### config.mk
export PLATFORM = sky130hd
export DESIGN_NAME = sacc_ctrl
export DESIGN_NICKNAME = d
export VERILOG_FILES = /design/src/sacc_pkg.sv /design/src/sacc_ctrl.sv
export SDC_FILE = /design/constraint.sdc
export NUM_CORES = 1
export LEC_CHECK = 0
export BUFFER_PORTS_ARGS = -buffer_cell sky130_fd_sc_hd__buf_2
export CELL_PAD_IN_SITES_DETAIL_PLACEMENT = 0
export CELL_PAD_IN_SITES_GLOBAL_PLACEMENT = 1
export CORE_MARGIN = 3
export CORE_UTILIZATION = 37
export CTS_CLUSTER_SIZE = 25
export DETAILED_ROUTE_END_ITERATION = 7
export PLACE_DENSITY = 0.73
export SLEW_MARGIN = 30
export SYNTH_ARGS = -nofsm -noshare
export SYNTH_HDL_FRONTEND = slang
export SYNTH_SLANG_ARGS = --single-unit
### constraint.sdc
create_clock -name clk_i -period 2 [get_ports clk_i]
set_clock_uncertainty 0.05 [all_clocks]
set_input_delay 0.2 -clock clk_i [delete_from_list [all_inputs] [get_ports clk_i]]
set_output_delay 0.2 -clock clk_i [all_outputs]
set_load 0.02 [all_outputs]
### src/sacc_pkg.sv
// ----------------------------------------------------------------------------
// Six-axis conditioner package
// Shared types, codes and constants for the controller, the datapath and the
// iterative divide and square-root unit.
// ----------------------------------------------------------------------------
package sacc_pkg;

  // Configuration register indexes.
  localparam int unsigned CfgIdxW = 3;
  typedef enum logic [CfgIdxW-1:0] {
    CFG_FULL_SCALE,
    CFG_PAN_DZ,
    CFG_TILT_DZ,
    CFG_TWIST_DZ,
    CFG_ZOOM_DOWN_DZ,
    CFG_ZOOM_UP_DZ,
    CFG_PAN_GAIN,
    CFG_ZOOM_GAIN
  } cfg_idx_e;

  // Reset values of the configuration registers.
  localparam logic [14:0]        FullScaleRst  = 15'd2100;
  localparam logic [14:0]        PanDzRst      = 15'd4915;
  localparam logic [14:0]        TiltDzRst     = 15'd4915;
  localparam logic [14:0]        TwistDzRst    = 15'd4915;
  localparam logic [14:0]        ZoomDownDzRst = 15'd6554;
  localparam logic [14:0]        ZoomUpDzRst   = 15'd1638;
  localparam logic signed [23:0] PanGainRst    = -24'sd2752512;
  localparam logic signed [23:0] ZoomGainRst   = -24'sd4129;

  // Axis slots in the value file.
  localparam logic [2:0] AX_TX = 3'd0;
  localparam logic [2:0] AX_TY = 3'd1;
  localparam logic [2:0] AX_TZ = 3'd2;
  localparam logic [2:0] AX_RX = 3'd3;
  localparam logic [2:0] AX_RY = 3'd4;
  localparam logic [2:0] AX_RZ = 3'd5;
  localparam logic [2:0] AX_LAST = AX_RZ;

  // Normalized one in Q1.15.
  localparam logic [17:0] OneQ15 = 18'd32768;

  // Controller states.
  typedef enum logic [4:0] {
    S_IDLE, S_CHK, S_NORM, S_NORM_W, S_SAVE, S_SQA, S_SQB, S_MAG_W, S_DZ,
    S_POW_W, S_CA, S_CA_W, S_CB, S_CB_W, S_SC, S_SC_W, S_SC_WB, S_GATE,
    S_MUL, S_RND, S_FIN
  } ctrl_state_e;

  // Datapath operations.
  typedef enum logic [4:0] {
    DP_NOP, DP_LOAD, DP_NORM_GO, DP_NORM_WB, DP_SAVE, DP_SQ_A, DP_SQ_B_GO,
    DP_MAG_WB, DP_PAIR_ZERO, DP_PAIR_POW_GO, DP_POW, DP_COMP_GO, DP_COMP_WB,
    DP_SC_ZERO, DP_SC_POW_GO, DP_SC_WB, DP_GATE, DP_MUL, DP_RND, DP_FIN
  } dp_op_e;

  // Command from controller to datapath. The index selects the axis during
  // normalization, the pair or scalar in bit 0, the pair element in bit 1,
  // and the step product in bits 1:0 during the multiply phase.
  typedef struct packed {
    dp_op_e     op;
    logic [2:0] idx;
  } dp_cmd_t;

  // Status from datapath to controller.
  typedef struct packed {
    logic       busy;
    logic       zero_evt;
    logic [1:0] pair_dead;
    logic [1:0] scal_dead;
    logic       out_free;
  } dp_status_t;

  // Magnitude of an 18-bit signed value.
  function automatic logic [17:0] mag18(input logic signed [17:0] v);
    logic [17:0] r;
    r = v[17] ? 18'(-v) : 18'(v);
    return r;
  endfunction

  // First and second component of the pan (0) or tilt (1) vector.
  function automatic logic [2:0] pair_a(input logic sel);
    logic [2:0] r;
    r = sel ? AX_RZ : AX_TX;
    return r;
  endfunction

  function automatic logic [2:0] pair_b(input logic sel);
    logic [2:0] r;
    r = sel ? AX_RX : AX_TZ;
    return r;
  endfunction

  // Scalar axis: twist (0) or zoom (1).
  function automatic logic [2:0] scal_axis(input logic sel);
    logic [2:0] r;
    r = sel ? AX_TY : AX_RY;
    return r;
  endfunction

endpackage

### src/sacc_ctrl.sv
// ----------------------------------------------------------------------------
// Six-axis conditioner controller
// Sequences normalization, dead zones, power curve, locks and step products
// by issuing one datapath command per cycle, a no-operation while it waits.
// ----------------------------------------------------------------------------
module sacc_ctrl (
  input  logic                  clk_i,
  input  logic                  rst_ni,
  input  logic                  in_valid_i,
  output logic                  in_stall_o,
  input  sacc_pkg::dp_status_t  status_i,
  output sacc_pkg::dp_cmd_t     cmd_o
);

  import sacc_pkg::*;

  ctrl_state_e state_q, state_d;
  logic [2:0]  idx_q, idx_d;

  // State register.
  always_ff @(posedge clk_i or negedge rst_ni) begin
    if (!rst_ni) begin
      state_q <= S_IDLE;
      idx_q   <= '0;
    end else begin
      state_q <= state_d;
      idx_q   <= idx_d;
    end
  end

  // Next state and commands.
  always_comb begin
    state_d   = state_q;
    idx_d     = idx_q;
    cmd_o.op  = DP_NOP;
    cmd_o.idx = idx_q;
    case (state_q)
      S_IDLE: begin
        if (in_valid_i) begin
          cmd_o.op = DP_LOAD;
          state_d  = S_CHK;
        end
      end
      S_CHK: begin
        idx_d   = '0;
        state_d = status_i.zero_evt ? S_FIN : S_NORM;
      end
      S_NORM: begin
        cmd_o.op = DP_NORM_GO;
        state_d  = S_NORM_W;
      end
      S_NORM_W: begin
        if (!status_i.busy) begin
          cmd_o.op = DP_NORM_WB;
          if (idx_q == AX_LAST) begin
            state_d = S_SAVE;
          end else begin
            idx_d   = idx_q + 3'd1;
            state_d = S_NORM;
          end
        end
      end
      S_SAVE: begin
        cmd_o.op = DP_SAVE;
        idx_d    = '0;
        state_d  = S_SQA;
      end
      S_SQA: begin
        cmd_o.op = DP_SQ_A;
        state_d  = S_SQB;
      end
      S_SQB: begin
        cmd_o.op = DP_SQ_B_GO;
        state_d  = S_MAG_W;
      end
      S_MAG_W: begin
        if (!status_i.busy) begin
          cmd_o.op = DP_MAG_WB;
          state_d  = S_DZ;
        end
      end
      S_DZ: begin
        if (status_i.pair_dead[idx_q[0]]) begin
          cmd_o.op = DP_PAIR_ZERO;
          idx_d    = idx_q[0] ? 3'd0 : 3'd1;
          state_d  = idx_q[0] ? S_SC : S_SQA;
        end else begin
          cmd_o.op = DP_PAIR_POW_GO;
          state_d  = S_POW_W;
        end
      end
      S_POW_W: begin
        if (!status_i.busy) begin
          cmd_o.op = DP_POW;
          state_d  = S_CA;
        end
      end
      S_CA: begin
        cmd_o.op  = DP_COMP_GO;
        cmd_o.idx = {2'b00, idx_q[0]};
        state_d   = S_CA_W;
      end
      S_CA_W: begin
        cmd_o.idx = {2'b00, idx_q[0]};
        if (!status_i.busy) begin
          cmd_o.op = DP_COMP_WB;
          state_d  = S_CB;
        end
      end
      S_CB: begin
        cmd_o.op  = DP_COMP_GO;
        cmd_o.idx = {2'b01, idx_q[0]};
        state_d   = S_CB_W;
      end
      S_CB_W: begin
        cmd_o.idx = {2'b01, idx_q[0]};
        if (!status_i.busy) begin
          cmd_o.op = DP_COMP_WB;
          idx_d    = idx_q[0] ? 3'd0 : 3'd1;
          state_d  = idx_q[0] ? S_SC : S_SQA;
        end
      end
      S_SC: begin
        if (status_i.scal_dead[idx_q[0]]) begin
          cmd_o.op = DP_SC_ZERO;
          idx_d    = idx_q[0] ? 3'd0 : 3'd1;
          state_d  = idx_q[0] ? S_GATE : S_SC;
        end else begin
          cmd_o.op = DP_SC_POW_GO;
          state_d  = S_SC_W;
        end
      end
      S_SC_W: begin
        if (!status_i.busy) begin
          cmd_o.op = DP_POW;
          state_d  = S_SC_WB;
        end
      end
      S_SC_WB: begin
        cmd_o.op = DP_SC_WB;
        idx_d    = idx_q[0] ? 3'd0 : 3'd1;
        state_d  = idx_q[0] ? S_GATE : S_SC;
      end
      S_GATE: begin
        cmd_o.op = DP_GATE;
        idx_d    = '0;
        state_d  = S_MUL;
      end
      S_MUL: begin
        cmd_o.op = DP_MUL;
        state_d  = S_RND;
      end
      S_RND: begin
        cmd_o.op = DP_RND;
        if (idx_q == 3'd2) begin
          state_d = S_FIN;
        end else begin
          idx_d   = idx_q + 3'd1;
          state_d = S_MUL;
        end
      end
      S_FIN: begin
        if (status_i.out_free) begin
          cmd_o.op = DP_FIN;
          state_d  = S_IDLE;
        end
      end
      default: begin
        state_d = S_IDLE;
      end
    endcase
  end

  assign in_stall_o = (state_q != S_IDLE);

endmodule

---- Word-level counts from Yosys, hierarchy flattened ----
Index checks and enable logic that the tools add are counted.
operators by class
  multiplexer cells ....................... 38
  div/mod/pow operators ................... 0
  reduce and logical (&&, ||, !) cells .... 11
  bitwise operators ....................... 0
  add/sub/neg operators ................... 1
  eq/ne operators ......................... 34
  multiply operators ...................... 0
  magnitude comparators ................... 1
  shift operators ......................... 0
operators by type and width
  kind                                            number
  one-hot mux 5 bit (21 select lines)             1
  one-hot mux 5 bit (17 select lines)             1
  2-to-1 mux 5 bit                                12
  == test 5 x 4 -> 1 bit (second input constant)  8
  2-to-1 mux 3 bit                                9
  == test 5 bit (second input constant)           5
  inequality test 2 bit (second input constant)   12
  one-hot mux 3 bit (7 select lines)              1
  == test 5 x 3 -> 1 bit (second input constant)  4
  2-to-1 mux 4 bit                                4
  == test 5 x 2 -> 1 bit (second input constant)  2
  OR reduction 2 bit                              5
  AND reduction 8 bit                             1
  2-to-1 mux 1 bit                                7
  AND reduction 7 bit                             1
  nonzero test 7 bit                              1
  one-hot mux 3 bit (2 select lines)              1
  == test 5 x 1 -> 1 bit (second input constant)  1
  logical NOT 5 bit                               1
  nonzero test 5 bit                              1
  2-to-1 mux 2 bit                                2
  adder 3 x 1 -> 3 bit (second input constant)    1
  == test 3 x 2 -> 1 bit (second input constant)  1
  == test 3 bit (second input constant)           1
  other kinds (2)                                 2
storage, ports and cells
  bits in read-only memories .............. 0
  memories ................................ 0
  word-level logic and storage cells ...... 87
  memory bits (writable) .................. 0
  bits in registers ....................... 8
  output and inout port bits .............. 9
  latch bits .............................. 0

---- Logic depth before layout (Yosys ltp) ----
  depth in word-level cells ............... 4
  gate-level depth with buffers ........... 8
  gate-level depth less buffers ........... 7

---- Worst setup path after synthesis ----
No wires, ideal clock.
  path kind ............................... reg2reg
  start point ............................. register idx_q[0]
  end point ............................... register idx_q[0]
  slack ................................... 0.062 ns
  cell stages (with the launch flop) ...... 9
  required time ........................... 1.825 ns
  data arrival time ....................... 1.763 ns
  path through ............................ dfrtp_1 -> buf_2 -> inv_1 -> ha_1 -> nand2b_1 -> a221o_1 -> nand4_2 -> or2_4 -> mux2_4
on the way
  longest elaborated chain between the ends .. 4
  elaborated cells on any way between the ends .. 20
  classes of those cells .................. add/sub: 1; eq/ne: 6; mux: 12; reduce/logical: 1
RTL lines
  element                                                                    RTL line                           source
  start: declaration                                                         sacc_ctrl.sv:18                    logic [2:0] idx_q, idx_d;
  start signal: assignment                                                   sacc_ctrl.sv:27                    idx_q <= idx_d;
  adder 3 x 1 -> 3 bit (tied with other cells)                               sacc_ctrl.sv:58, sacc_ctrl.sv:158
  2-to-1 mux 3 bit (tied with other cells)                                   sacc_ctrl.sv:55                    if (idx_q == AX_LAST) begin
  2-to-1 mux 3 bit or inequality test 2 bit (tied branches)                  -
  one-hot mux 3 bit (7 select lines) or AND reduction 7 bit (tied branches)  -
Parallel ways exist; a longest one is shown, timed or not. The select of a mux whose other input is x is not followed.
A chain may end at the register's enable or synchronous reset.

==> results.toml <==
[worst_setup_path]
cp_slowest_cell = "or4b_1"
path_max_fanout = 6
worstSetupStartpoint = "state_q[1]"
worstPathRequired_ps = 1750
critical_path_buf_inv_count = 1
setup.reg_to_reg.worst_slack_ps = -70
r2r_end = "state_q[3]"
worst_path_dominant_cell_family = "simple AND/OR/NAND/NOR gates"
timing.critical_path.from_type = "register"
regToRegStartpoint = "state_q[2]"
path_cells = "nor2b_2 > o21ai_2 > a21oi_2 > or4b_1 > buf_6"
setup.worst_path.end_class = "output port"
critPathMaxStageDelay_ps = 520
reg2reg_depth = 9
setup.worst_path.class = "register to output port"
worstPathArrival_ps = 1860

[global_routing]
grt_pass1_vias = 1686
grt_start_max_net_pins = 15
antenna_found_initial = 0
wire_length_of_the_first_global_routing_pass_mm = 8.07
global_route.overflow_total = 0
track_usage_pct = 25.2

[timing]
max_slew.worst_pin.slew_ps = 359
finalWorstSetupSlack_ps = -110
timing.fmax_mhz = 474
final-max-slew-violation-count = 0
total_setup_violations_reported_at_the_end_of_the_flow = 10
final_hold_violations = 0
slew_headroom_pct = 76.0
fin_crit_ps = 2110
layout_worst_path_cycle_share_pct = 106
grt_setup_unrepaired = "true"

[synthesis]
ys_types = 50
synth_warnings = 0
synth-main-ff-cell = "dfrtp_1"
post_synth_fa_ha_maj_area_fraction_pct = 3.01
post_synth_and_or_nand_nor_area_fraction_pct = 37.6
synth_area_mm2 = 0.00125
synth.yosys.seq_area_share_pct = 16.1
postSynthRegisterBits = 8
largest_family_of_logic_cells_by_synthesized_area = "simple AND/OR/NAND/NOR gates"
synth_async_sr_flop_share_pct = 100
synthCells = 177
synthXorXnorAreaFrac_pct = 0.703
syn_avg_cell_area_um2 = 7.04
synth.area.mux_share_pct = 4.82
synth_edf_count = 0
mappedNetlistNets = 190
synth_compound_gate_area_share_pct = 27.9

[detailed_routing]
dr_vias_cell = 6.06
drtIter0Drc = 185
remaining_drc_errors = 0
drt-pass1-iter-count = 4
wire_per_inst_um = 18.5
route.final.wire_length_mm = 5.28
antenna_violating_nets_post_route = 0
via_count = 1726

[pwr]
powerDensity_mw_per_mm2 = 1960
static-leakage-power_nw = 0.874
irDropWorstVdd_mv = 0.904

[layout]
fin_cells = 285
final_common_cell = "buf_4"
final_cell_mix = "46 x buf_4, 19 x nand2_1, 17 x buf_2"
flow.area_growth_from_synthesis_pct = 57.8
layout.cell_area.non_filler_mm2 = 0.00197
layout-drive-gt1-share_pct = 48.5
antenna_cells_inserted = 0
fin_nets = 256

[worst_hold_path]
hold_path_class = "input pin to asynchronous set/reset pin"

[clock_tree]
clk_root_buffer_cell = "clkbuf_4"
cts_tree = "done"
worst_setup_hold_path_clk_slew_ps = 60
tritoncts_buffers = 3
cts_htree_levels = 1
max-clock-path-buffers = 2
insertion_delay_ps = 260
clkSinkCount = 8

[place]
detailed_place.area_mm2 = 0.00160
pre_cts_setup_slack_ps = -130
detailed_place_hpwl_mm = 3.44
portBuffers = 18
place_congestion = 0.954
dpl.cell_count = 263

[die]
start_util_pct = 39.8
core_mm2 = 0.00313
die-height_um = 64.0
row_count = 20
die_x_um = 64.0
total_die_area_mm2 = 0.00410
pin_count = 19

[outcome]
status = "complete, but fails checks"
failed_checks = "negative setup slack"

[flow_run]
maxCapViolCount = 0
where the power goes:
part	internal (mW)	switching, mW	total [mW]	leakage [nW]
clock network	0.0690	0.0603	0.129	0.0138
logic	1.64	1.66	3.30	0.765
registers	0.252	0.173	0.425	0.0953
state kept, by name, indices dropped and copies added (netlist names):
name / count
idx_q: 3
state_q: 5
cell usage after synthesis (4+ instances only):
cell type | number | area [um^2]
inv_1 | 8 | 30.0
nor3_1 | 5 | 25.0
nand2b_1 | 6 | 37.5
o21ai_0 | 17 | 85.1
nor2_1 | 9 | 33.8
nand3_1 | 4 | 20.0
buf_2 | 12 | 60.1
a21oi_1 | 15 | 75.1
nor2b_1 | 8 | 50.1
dfrtp_1 | 8 | 200
nand2_1 | 19 | 71.3
worst register-to-register path, stage by stage (launching register included):
cell	delay, ps
dfrtp_2	460
buf_6	160
buf_6	140
nor3_4	200
buf_6	140
nand2_1	100
o211ai_1	360
buf_4	190
a21oi_2	30
o2bb2ai_1	130
logic make-up (layout without fill, tap and decap cells):
family,Yosys count,after routing
AND/OR/NAND/NOR,80,80
AO/OA/AOI/OAI,56,56
buffers and inverters,24,88
flip-flops,8,8
multiplexers,5,5
adder cells (fa/ha/maj),3,3
XOR/XNOR,1,1
layout make-up:
| class | instances | area [um^2] |
|---|---|---|
| inverter | 8 | 30.0 |
| clock buffer | 3 | 22.5 |
| sequential | 8 | 205 |
| timing repair buffer | 77 | 584 |
| multi-input combinational | 145 | 1070 |
| tap | 44 | 55.1 |
| fill | 278 | 1160 |
per-layer routing:
metal	up-vias	part of all wire, %	GRT usage (%)
li1	788	-	-
met1	805	38	30.5
met2	110	49	42.1
met3	23	8.8	3.87
met4	0	4.2	14.3
met5	-	0	0
metrics by stage:
| step | TNS, ps | hold slack (ps) | power, mW | util (%) |
|---|---|---|---|---|
| floorplan | 0 | -146 | 1.90 | - |
| global placement | -16.0 | -0.187 | 2.82 | 51.1 |
| detailed placement | -205 | 6.40 | 2.85 | 51.1 |
| CTS | -218 | 260 | 3.30 | 56.4 |
| global route | -1450 | 297 | 4.12 | 62.9 |
| finish | -433 | 263 | 3.85 | 62.9 |
repair_timing:
action                                  in CTS  in global routing
endpoints found under the hold margin        8                  0
pin swaps                                    7                 15
resized for setup                           26                 35
endpoints found under the setup margin       6                 13
setup buffers                                9                  9
hold buffers                                 1                  0
worst max path at each step:
| stage | endpoint | slack (ps) | cells after the start |
|---|---|---|---|
| final | cmd_o[4] | -110 | 5 |
| after global routing | cmd_o[4] | -170 | 6 |
| after CTS | cmd_o[4] | -90 | 6 |
| after detailed placement | state_q[2] | -130 | 7 |
| after global placement | cmd_o[4] | -10 | 5 |
| after floorplan | idx_q[0] | 60 | 8 |
Note: power is estimated with default switching activity, not from simulation.
